===== src/hw/rtl/assert_macros.svh =====
// Assertion helpers for the RTL.
`ifndef ASSERT_MACROS_SVH
`define ASSERT_MACROS_SVH

// Property must hold at every rising clock edge outside reset.
`define ERS_ASSERT(lbl, clk, rst_n, prop, msg) \
    lbl: assert property (@(posedge clk) disable iff (!(rst_n)) (prop)) else $error(msg);

// Condition must never be seen outside reset.
`define ERS_ASSERT_NEVER(lbl, clk, rst_n, cond, msg) \
    lbl: assert property (@(posedge clk) disable iff (!(rst_n)) !(cond)) else $error(msg);

`endif


===== src/hw/rtl/ers_pkg.sv =====
package ers_pkg;

    localparam int IDX_W  = 6;   // segment index field
    localparam int LEN_W  = 48;  // segment length and offsets
    localparam int RLEN_W = 25;  // request length and byte count
    localparam int CNT_W  = 7;   // segment_count register

    localparam logic OP_LOAD  = 1'b0;
    localparam logic OP_SPLIT = 1'b1;

    localparam logic STAT_OK      = 1'b0;
    localparam logic STAT_OVERRUN = 1'b1;

    typedef enum logic [2:0] {
        S_IDLE,
        S_SUM,
        S_CHECK,
        S_WALK,
        S_ERR
    } state_t;

    typedef struct packed {
        logic [IDX_W-1:0]  seg_idx;
        logic [LEN_W-1:0]  seg_off;
        logic [RLEN_W-1:0] byte_cnt;
        logic              status;
        logic              last;
    } res_t;

    typedef struct packed {
        logic              we;
        logic [IDX_W-1:0]  waddr;
        logic [LEN_W-1:0]  wdata;
        logic              re;
        logic [IDX_W-1:0]  raddr;
    } mem_req_t;

endpackage


===== src/hw/rtl/ers_ram.sv =====
module ers_ram #(
    parameter int WIDTH = 48,
    parameter int DEPTH = 64,
    localparam int AW = (DEPTH > 1) ? $clog2(DEPTH) : 1
) (
    input  logic             aclk,
    input  logic             we,
    input  logic [AW-1:0]    waddr,
    input  logic [WIDTH-1:0] wdata,
    input  logic             re,
    input  logic [AW-1:0]    raddr,
    output logic [WIDTH-1:0] rdata
);

    logic [WIDTH-1:0] mem [DEPTH];
    logic [WIDTH-1:0] rdata_reg;

    always_ff @(posedge aclk) begin
        if (we) begin
            mem[waddr] <= wdata;
        end
        if (re) begin
            rdata_reg <= mem[raddr];
        end
    end

    assign rdata = rdata_reg;

endmodule


===== src/hw/rtl/ers_oreg.sv =====
module ers_oreg import ers_pkg::*; (
    input  logic aclk,
    input  logic aresetn,
    input  logic in_valid,
    output logic in_ready,
    input  res_t in_res,
    output logic out_valid,
    input  logic out_ready,
    output res_t out_res
);

    logic valid_reg, valid_next;
    res_t res_reg;

    assign in_ready   = !valid_reg || out_ready;
    assign valid_next = in_valid || (valid_reg && !out_ready);

    always_ff @(posedge aclk) begin
        if (!aresetn) begin
            valid_reg <= 1'b0;
        end else begin
            valid_reg <= valid_next;
        end
    end

    always_ff @(posedge aclk) begin
        if (in_valid && in_ready) begin
            res_reg <= in_res;
        end
    end

    assign out_valid = valid_reg;
    assign out_res   = res_reg;

endmodule


===== src/hw/rtl/ers_seq.sv =====
module ers_seq import ers_pkg::*; #(
    parameter int MAX_SEGMENTS = 64
) (
    input  logic              aclk,
    input  logic              aresetn,
    input  logic              in_valid,
    output logic              in_ready,
    input  logic              op,
    input  logic [IDX_W-1:0]  entry_index,
    input  logic [LEN_W-1:0]  entry_length,
    input  logic [LEN_W-1:0]  byte_offset,
    input  logic [RLEN_W-1:0] request_length,
    input  logic [CNT_W-1:0]  seg_count,
    output mem_req_t          mem_req,
    input  logic [LEN_W-1:0]  rdata,
    output logic              out_valid,
    input  logic              out_ready,
    output res_t              out_res
);

    localparam int CW    = $clog2(MAX_SEGMENTS + 1);
    localparam int TOT_W = LEN_W + $clog2(MAX_SEGMENTS) + 1;

    state_t state_reg, state_next;
    logic [CW-1:0]     idx_reg, idx_next;
    logic [LEN_W-1:0]  off_reg, off_next;
    logic [RLEN_W-1:0] rem_reg, rem_next;
    logic [TOT_W-1:0]  total_reg, total_next;

    logic [CW-1:0]     n_used;
    logic [CW-1:0]     idx_inc;
    logic              accept;
    logic              start;
    logic              skip;
    logic              overrun;
    logic [LEN_W-1:0]  room;
    logic [RLEN_W-1:0] take;
    logic [RLEN_W-1:0] rem_after;

    assign n_used = (seg_count > CNT_W'(MAX_SEGMENTS)) ? CW'(MAX_SEGMENTS)
                                                       : seg_count[CW-1:0];
    assign idx_inc = idx_reg + CW'(1);
    assign accept  = in_valid && in_ready;
    assign start   = accept && (op == OP_SPLIT) && (request_length != '0);

    // Offset still past this entry: consume it whole (also drops empty segments).
    assign skip      = off_reg >= rdata;
    assign room      = rdata - off_reg;
    assign take      = (LEN_W'(rem_reg) < room) ? rem_reg : room[RLEN_W-1:0];
    assign rem_after = rem_reg - take;
    assign overrun   = (TOT_W'(off_reg) + TOT_W'(rem_reg)) > total_reg;

    always_comb begin
        state_next = state_reg;
        unique case (state_reg)
            S_IDLE: begin
                if (start) begin
                    state_next = (n_used == '0) ? S_ERR : S_SUM;
                end
            end
            S_SUM: begin
                if (idx_inc == n_used) begin
                    state_next = S_CHECK;
                end
            end
            S_CHECK: begin
                state_next = overrun ? S_ERR : S_WALK;
            end
            S_WALK: begin
                if (skip) begin
                    if (idx_inc == n_used) begin
                        state_next = S_IDLE;
                    end
                end else if (out_ready) begin
                    if (rem_after == '0 || idx_inc == n_used) begin
                        state_next = S_IDLE;
                    end
                end
            end
            S_ERR: begin
                if (out_ready) begin
                    state_next = S_IDLE;
                end
            end
            default: state_next = S_IDLE;
        endcase
    end

    always_comb begin
        in_ready   = 1'b0;
        out_valid  = 1'b0;
        out_res    = '0;
        mem_req    = '0;
        idx_next   = idx_reg;
        off_next   = off_reg;
        rem_next   = rem_reg;
        total_next = total_reg;
        unique case (state_reg)
            S_IDLE: begin
                in_ready      = 1'b1;
                mem_req.waddr = entry_index;
                mem_req.wdata = entry_length;
                if (accept && op == OP_LOAD) begin
                    mem_req.we = CNT_W'(entry_index) < CNT_W'(MAX_SEGMENTS);
                end
                if (start) begin
                    off_next   = byte_offset;
                    rem_next   = request_length;
                    total_next = '0;
                    idx_next   = '0;
                    mem_req.re = 1'b1;
                end
            end
            S_SUM: begin
                total_next    = total_reg + TOT_W'(rdata);
                mem_req.re    = 1'b1;
                mem_req.raddr = IDX_W'(idx_inc);
                idx_next      = idx_inc;
                if (idx_inc == n_used) begin
                    // entry 0 is re-read for the walk and held through the check
                    idx_next      = '0;
                    mem_req.raddr = '0;
                end
            end
            S_CHECK: begin
            end
            S_WALK: begin
                out_res.seg_idx  = IDX_W'(idx_reg);
                out_res.seg_off  = off_reg;
                out_res.byte_cnt = take;
                out_res.status   = STAT_OK;
                out_res.last     = (rem_after == '0);
                if (skip) begin
                    off_next      = off_reg - rdata;
                    idx_next      = idx_inc;
                    mem_req.re    = 1'b1;
                    mem_req.raddr = IDX_W'(idx_inc);
                end else begin
                    out_valid = 1'b1;
                    if (out_ready) begin
                        rem_next      = rem_after;
                        off_next      = '0;
                        idx_next      = idx_inc;
                        mem_req.re    = 1'b1;
                        mem_req.raddr = IDX_W'(idx_inc);
                    end
                end
            end
            S_ERR: begin
                out_valid      = 1'b1;
                out_res.status = STAT_OVERRUN;
                out_res.last   = 1'b1;
            end
            default: begin
            end
        endcase
    end

    always_ff @(posedge aclk) begin
        if (!aresetn) begin
            state_reg <= S_IDLE;
        end else begin
            state_reg <= state_next;
        end
    end

    always_ff @(posedge aclk) begin
        idx_reg   <= idx_next;
        off_reg   <= off_next;
        rem_reg   <= rem_next;
        total_reg <= total_next;
    end

endmodule


===== src/hw/rtl/extent_range_splitter.sv =====
// Splits a byte range over a table of up to MAX_SEGMENTS segment lengths laid end to end.
// A load request (tuser 0) writes one table entry. A split request (tuser 1) with nonzero
// length is accepted, sums the lengths of the segments in use (segment_count, capped at
// MAX_SEGMENTS), checks the range against the total, then walks the table entries up to the
// last segment the range touches, waiting while the result side stalls; no new request is
// taken until it is done. The length table has a single read port; the sum pass reads one
// entry a cycle, and the walk one entry a cycle while the result side does not stall.
// A range past the table total, or any nonzero-length split while segment_count is zero,
// gives a single result with status 1 and zero fields. Entries must be loaded before a
// split reads them.
module extent_range_splitter import ers_pkg::*; #(
    parameter int MAX_SEGMENTS = 64
) (
    input  logic         aclk,
    input  logic         aresetn,
    input  logic         s_tvalid,
    output logic         s_tready,
    // entry_index, entry_length, byte_offset, request_length, zero pad
    input  logic [127:0] s_tdata,
    // op
    input  logic [0:0]   s_tuser,
    output logic         m_tvalid,
    input  logic         m_tready,
    // segment_index, segment_offset, byte_count, zero pad
    output logic [79:0]  m_tdata,
    // status
    output logic [0:0]   m_tuser,
    output logic         m_tlast,
    input  logic         cfg_valid,
    output logic         cfg_ready,
    input  logic [6:0]   cfg_data
);

    `include "assert_macros.svh"

    localparam int RAM_AW = (MAX_SEGMENTS > 1) ? $clog2(MAX_SEGMENTS) : 1;

    logic [CNT_W-1:0]  seg_count_reg, seg_count_next;
    logic [IDX_W-1:0]  entry_index;
    logic [LEN_W-1:0]  entry_length;
    logic [LEN_W-1:0]  byte_offset;
    logic [RLEN_W-1:0] request_length;
    mem_req_t          mem_req;
    logic [LEN_W-1:0]  rdata;
    logic              res_valid;
    logic              res_ready;
    res_t              res;
    res_t              m_res;

    assign cfg_ready      = 1'b1;
    assign seg_count_next = (cfg_valid && cfg_ready) ? cfg_data : seg_count_reg;

    always_ff @(posedge aclk) begin
        if (!aresetn) begin
            seg_count_reg <= CNT_W'(1);
        end else begin
            seg_count_reg <= seg_count_next;
        end
    end

    assign entry_index    = s_tdata[5:0];
    assign entry_length   = s_tdata[53:6];
    assign byte_offset    = s_tdata[101:54];
    assign request_length = s_tdata[126:102];

    ers_ram #(
        .WIDTH (LEN_W),
        .DEPTH (MAX_SEGMENTS)
    ) u_table (
        .aclk  (aclk),
        .we    (mem_req.we),
        .waddr (mem_req.waddr[RAM_AW-1:0]),
        .wdata (mem_req.wdata),
        .re    (mem_req.re),
        .raddr (mem_req.raddr[RAM_AW-1:0]),
        .rdata (rdata)
    );

    ers_seq #(
        .MAX_SEGMENTS (MAX_SEGMENTS)
    ) u_seq (
        .aclk           (aclk),
        .aresetn        (aresetn),
        .in_valid       (s_tvalid),
        .in_ready       (s_tready),
        .op             (s_tuser[0]),
        .entry_index    (entry_index),
        .entry_length   (entry_length),
        .byte_offset    (byte_offset),
        .request_length (request_length),
        .seg_count      (seg_count_reg),
        .mem_req        (mem_req),
        .rdata          (rdata),
        .out_valid      (res_valid),
        .out_ready      (res_ready),
        .out_res        (res)
    );

    ers_oreg u_oreg (
        .aclk      (aclk),
        .aresetn   (aresetn),
        .in_valid  (res_valid),
        .in_ready  (res_ready),
        .in_res    (res),
        .out_valid (m_tvalid),
        .out_ready (m_tready),
        .out_res   (m_res)
    );

    assign m_tdata = {1'b0, m_res.byte_cnt, m_res.seg_off, m_res.seg_idx};
    assign m_tuser = m_res.status;
    assign m_tlast = m_res.last;

    `ERS_ASSERT(a_err_is_last, aclk, aresetn, (m_tvalid && m_tuser[0]) |-> m_tlast,
                "error result without last")
    `ERS_ASSERT(a_err_zero, aclk, aresetn, (m_tvalid && m_tuser[0]) |-> (m_tdata == '0),
                "error result fields not zero")
    `ERS_ASSERT_NEVER(a_no_empty_piece, aclk, aresetn,
                      m_tvalid && !m_tuser[0] && (m_res.byte_cnt == '0),
                      "ok result with zero bytes")
    `ERS_ASSERT(a_busy_after_split, aclk, aresetn,
                (s_tvalid && s_tready && s_tuser[0] && (request_length != '0)) |=> !s_tready,
                "request taken while a split is in progress")

endmodule

===== config.mk =====
export PLATFORM = sky130hd
export DESIGN_NAME = extent_range_splitter
export DESIGN_NICKNAME = d
export VERILOG_FILES = /design/src/hw/rtl/ers_pkg.sv /design/src/hw/rtl/ers_ram.sv /design/src/hw/rtl/ers_oreg.sv /design/src/hw/rtl/ers_seq.sv /design/src/hw/rtl/extent_range_splitter.sv
export VERILOG_INCLUDE_DIRS = /design/src /design/src/hw/rtl
export SDC_FILE = /design/constraint.sdc
export NUM_CORES = 2
export LEC_CHECK = 0
export ABC_AREA = 1
export BUFFER_PORTS_ARGS = -buffer_cell sky130_fd_sc_hd__buf_2
export CAP_MARGIN = 10
export CORE_MARGIN = 2
export CORE_UTILIZATION = 60
export DETAILED_ROUTE_END_ITERATION = 8
export HOLD_SLACK_MARGIN = 0.06
export PLACE_DENSITY_LB_ADDON = 0.15
export SLEW_MARGIN = 25
export SYNTH_ARGS = -nofsm -noshare
export SYNTH_HDL_FRONTEND = slang
export SYNTH_HIERARCHICAL = 1
export SYNTH_SLANG_ARGS = --single-unit

===== constraint.sdc =====
create_clock -name aclk -period 10.13 [get_ports aclk]
set_clock_uncertainty 0.15 [all_clocks]
set_input_delay 2.026 -clock aclk [delete_from_list [all_inputs] [get_ports aclk]]
set_output_delay 2.026 -clock aclk [all_outputs]
set_load 0.03 [all_outputs]

==> impl_metrics.ini <==
[status]
status = finished, final reports clean

[power]
p_leak_nw = 62.0
cellPowerDensity_nw_per_um2 = 303
ir_drop_v = 0.000302

[synthesis]
synth-edff-count = 3336
synth_top_area_share_pct = 67.1
syn-cell-area_um2 = 149000
synth-async-reset-ratio_pct = 0
synth_area_leader_cell = edfxtp_1
synth.net_count = 14100
yosysSeqAreaShare_pct = 67.3
ys.flop_type = edfxtp_1
synth_warnings = 6
avgSynthCellArea_um2 = 10.9
ys_types = 66
syn_inst = 13700
synth_common_cells = nand2_1 (4174), edfxtp_1 (3336), nand3_1 (2983), inv_1 (654), nor2_1 (434)
synth_top_cells_by_area = edfxtp_1 (67%), nand2_1 (10%), nand3_1 (10%)
synth_seq_cells = 3347
synth.most_common_cell = nand2_1

[drt]
antenna_left = 0
via_per_inst = 6.22
wl_per_cell_um = 27.5
drtIter0Drc = 16100
drt_first_pass_iters = 6
num_vias = 108000
drc_errors = 0
wl_um = 477000

[worst_setup_path]
critPathSlowestCell = a21boi_0
required_ns = 10.80
crit_path_frequent_cell = nand2_1
cp-end-kind = register
cp_slowest_stage_delay_ns = 0.53
cp.arrival_ns = 8.76
critPathKind = register to register
worst-path-buf-inv = 5
critical-path-top-delay-family = simple AND/OR/NAND/NOR gates
path_max_fanout = 46
start_kind = register

[clock_tree]
cts_buffers = 353
cts_hold_buf = 0
clock-sinks = 3347
h-tree-depth = 5
cts_root_buffer = clkbuf_16
cts_tree = yes
cts.path.max_buffers = 4
clock_latency_ns = 1.01
cts_resized = 0
postCtsSetupRepairBufs = 0
cts.clk_slew.worst_paths_ns = 0.06

[place]
dp_hpwl_um = 283000
gp_congestion = 0.971
place_ws_ns = 2.15
port_buffers = 222
dp.cells = 16700

[layout]
largest_reg_flops = 3072
utilization_pct = 66.5
nNetsFinal = 14200
drive_above_1_share_pct = 8.43
multi_input_area_um2 = 43100
stdcell_count = 17400
regArea_um2 = 100000
n_fill_cell = 18100
syn_to_final_growth_pct = 10.6

[floorplanning]
initial_core_util_pct = 60.2
io_pins = 226
die_h_um = 503
chipWidth_um = 503
die-area_um2 = 253000
row_count = 183
core_area_um2 = 248000

[hold_path]
hp-class = register to register

[global_route]
grt_start_max_net_pins = 200
grt_antenna_before_repair = 44
grt_pass1_vias = 103000
overflow = 0
grt_pass1_wl_um = 681000
gr-usage-all-layers_pct = 37.2

[sta]
min_period_over_period_pct = 79.9
slew_headroom_pct = 9.84
setup_viol_count_final = 0
min_period_ns = 8.09
rsz0062_at_grt = no
fmax_mhz = 124
tns_ns = 0
drv_slew = 0
hold_viol_final = 0
layout_setup_ws_ns = 2.04
worst_slew_pin_slew_ns = 1.35

[run]
max_cap_viol_count = 0
## where the power goes
group / switching (mW) / leakage, nW / internal (mW)
sequential: 0.519 / 30.6 / 17.4
clock: 5.30 / 5.35 / 7.22
combinational: 14.6 / 26.1 / 4.91
total: 20.5 / 62.0 / 29.6
## placed cells by master (no fill, tap or decap), types with 121 or more instances in the layout
master / instances
edfxtp_1: 3336
nand3_1: 2983
buf_4: 198
clkbuf_16: 356
ha_1: 266
nand2_1: 4172
o21ai_0: 195
buf_2: 222
a21oi_1: 364
nor2_1: 322
nor2_4: 121
inv_1: 651
## kinds of logic after synthesis
group / after synthesis / synth area share, %
and+or+nand+nor: 7781 / 22.4
buffers and inverters: 1410 / 4.46
AOI/OAI and AO/OA: 733 / 2.71
other: 2 / 0.00503
xor gates and xnor gates: 137 / 0.804
DFF: 3347 / 67.3
adders and majority gates: 271 / 2.30
## through the flow
step | instance area [um^2] | hold WS (ns) | total power, mW
final | 165000 | 0.345 | 50.0
after global routing | 165000 | 0.372 | 52.1
after CTS | 165000 | 0.355 | 49.6
after detailed placement | 154000 | 0.339 | 37.2
after global placement | 154000 | 0.335 | 36.8
after floorplan | 149000 | 0.300 | 30.2
## final timing paths
check / startpoint / endpoint / slack, ns / cells past startpoint
max: u_table/rdata[0] / u_seq/state_reg[2] / 2.04 / 44
min: seg_count_reg[0] / seg_count_reg[0] / 0.35 / 2
max reg2reg: u_table/rdata[0] / u_seq/state_reg[2] / 2.04 / 44
min reg2reg: seg_count_reg[0] / seg_count_reg[0] / 0.35 / 2
## area by class of cell
cell class	count	share of cell area, %
sequential	3347	60.9
tap	3330	2.53
clock buffer	424	5.57
multi-input combinational	8924	26.1
timing repair buffer	478	2.30
antenna	19	0.0288
clock inverter	189	1.08
inverter	666	1.55
## tightest hold or removal path: stages (launching register included)
cell	delay, ns
dfxtp_1	0.33
nand2_1	0.07
nand3_1	0.05
## routing by layer
| metal | GRT usage (%) | vias up | wire length (um) |
|---|---|---|---|
| met2 | 56.9 | 7012 | 216000 |
| met3 | 7.57 | 1170 | 57600 |
| li1 | - | 47900 | - |
| met1 | 51.3 | 52100 | 180000 |
| met4 | 18.0 | 14 | 24100 |
| met5 | 0.343 | - | 198 |
Note: power is estimated with default switching activity, not from simulation.
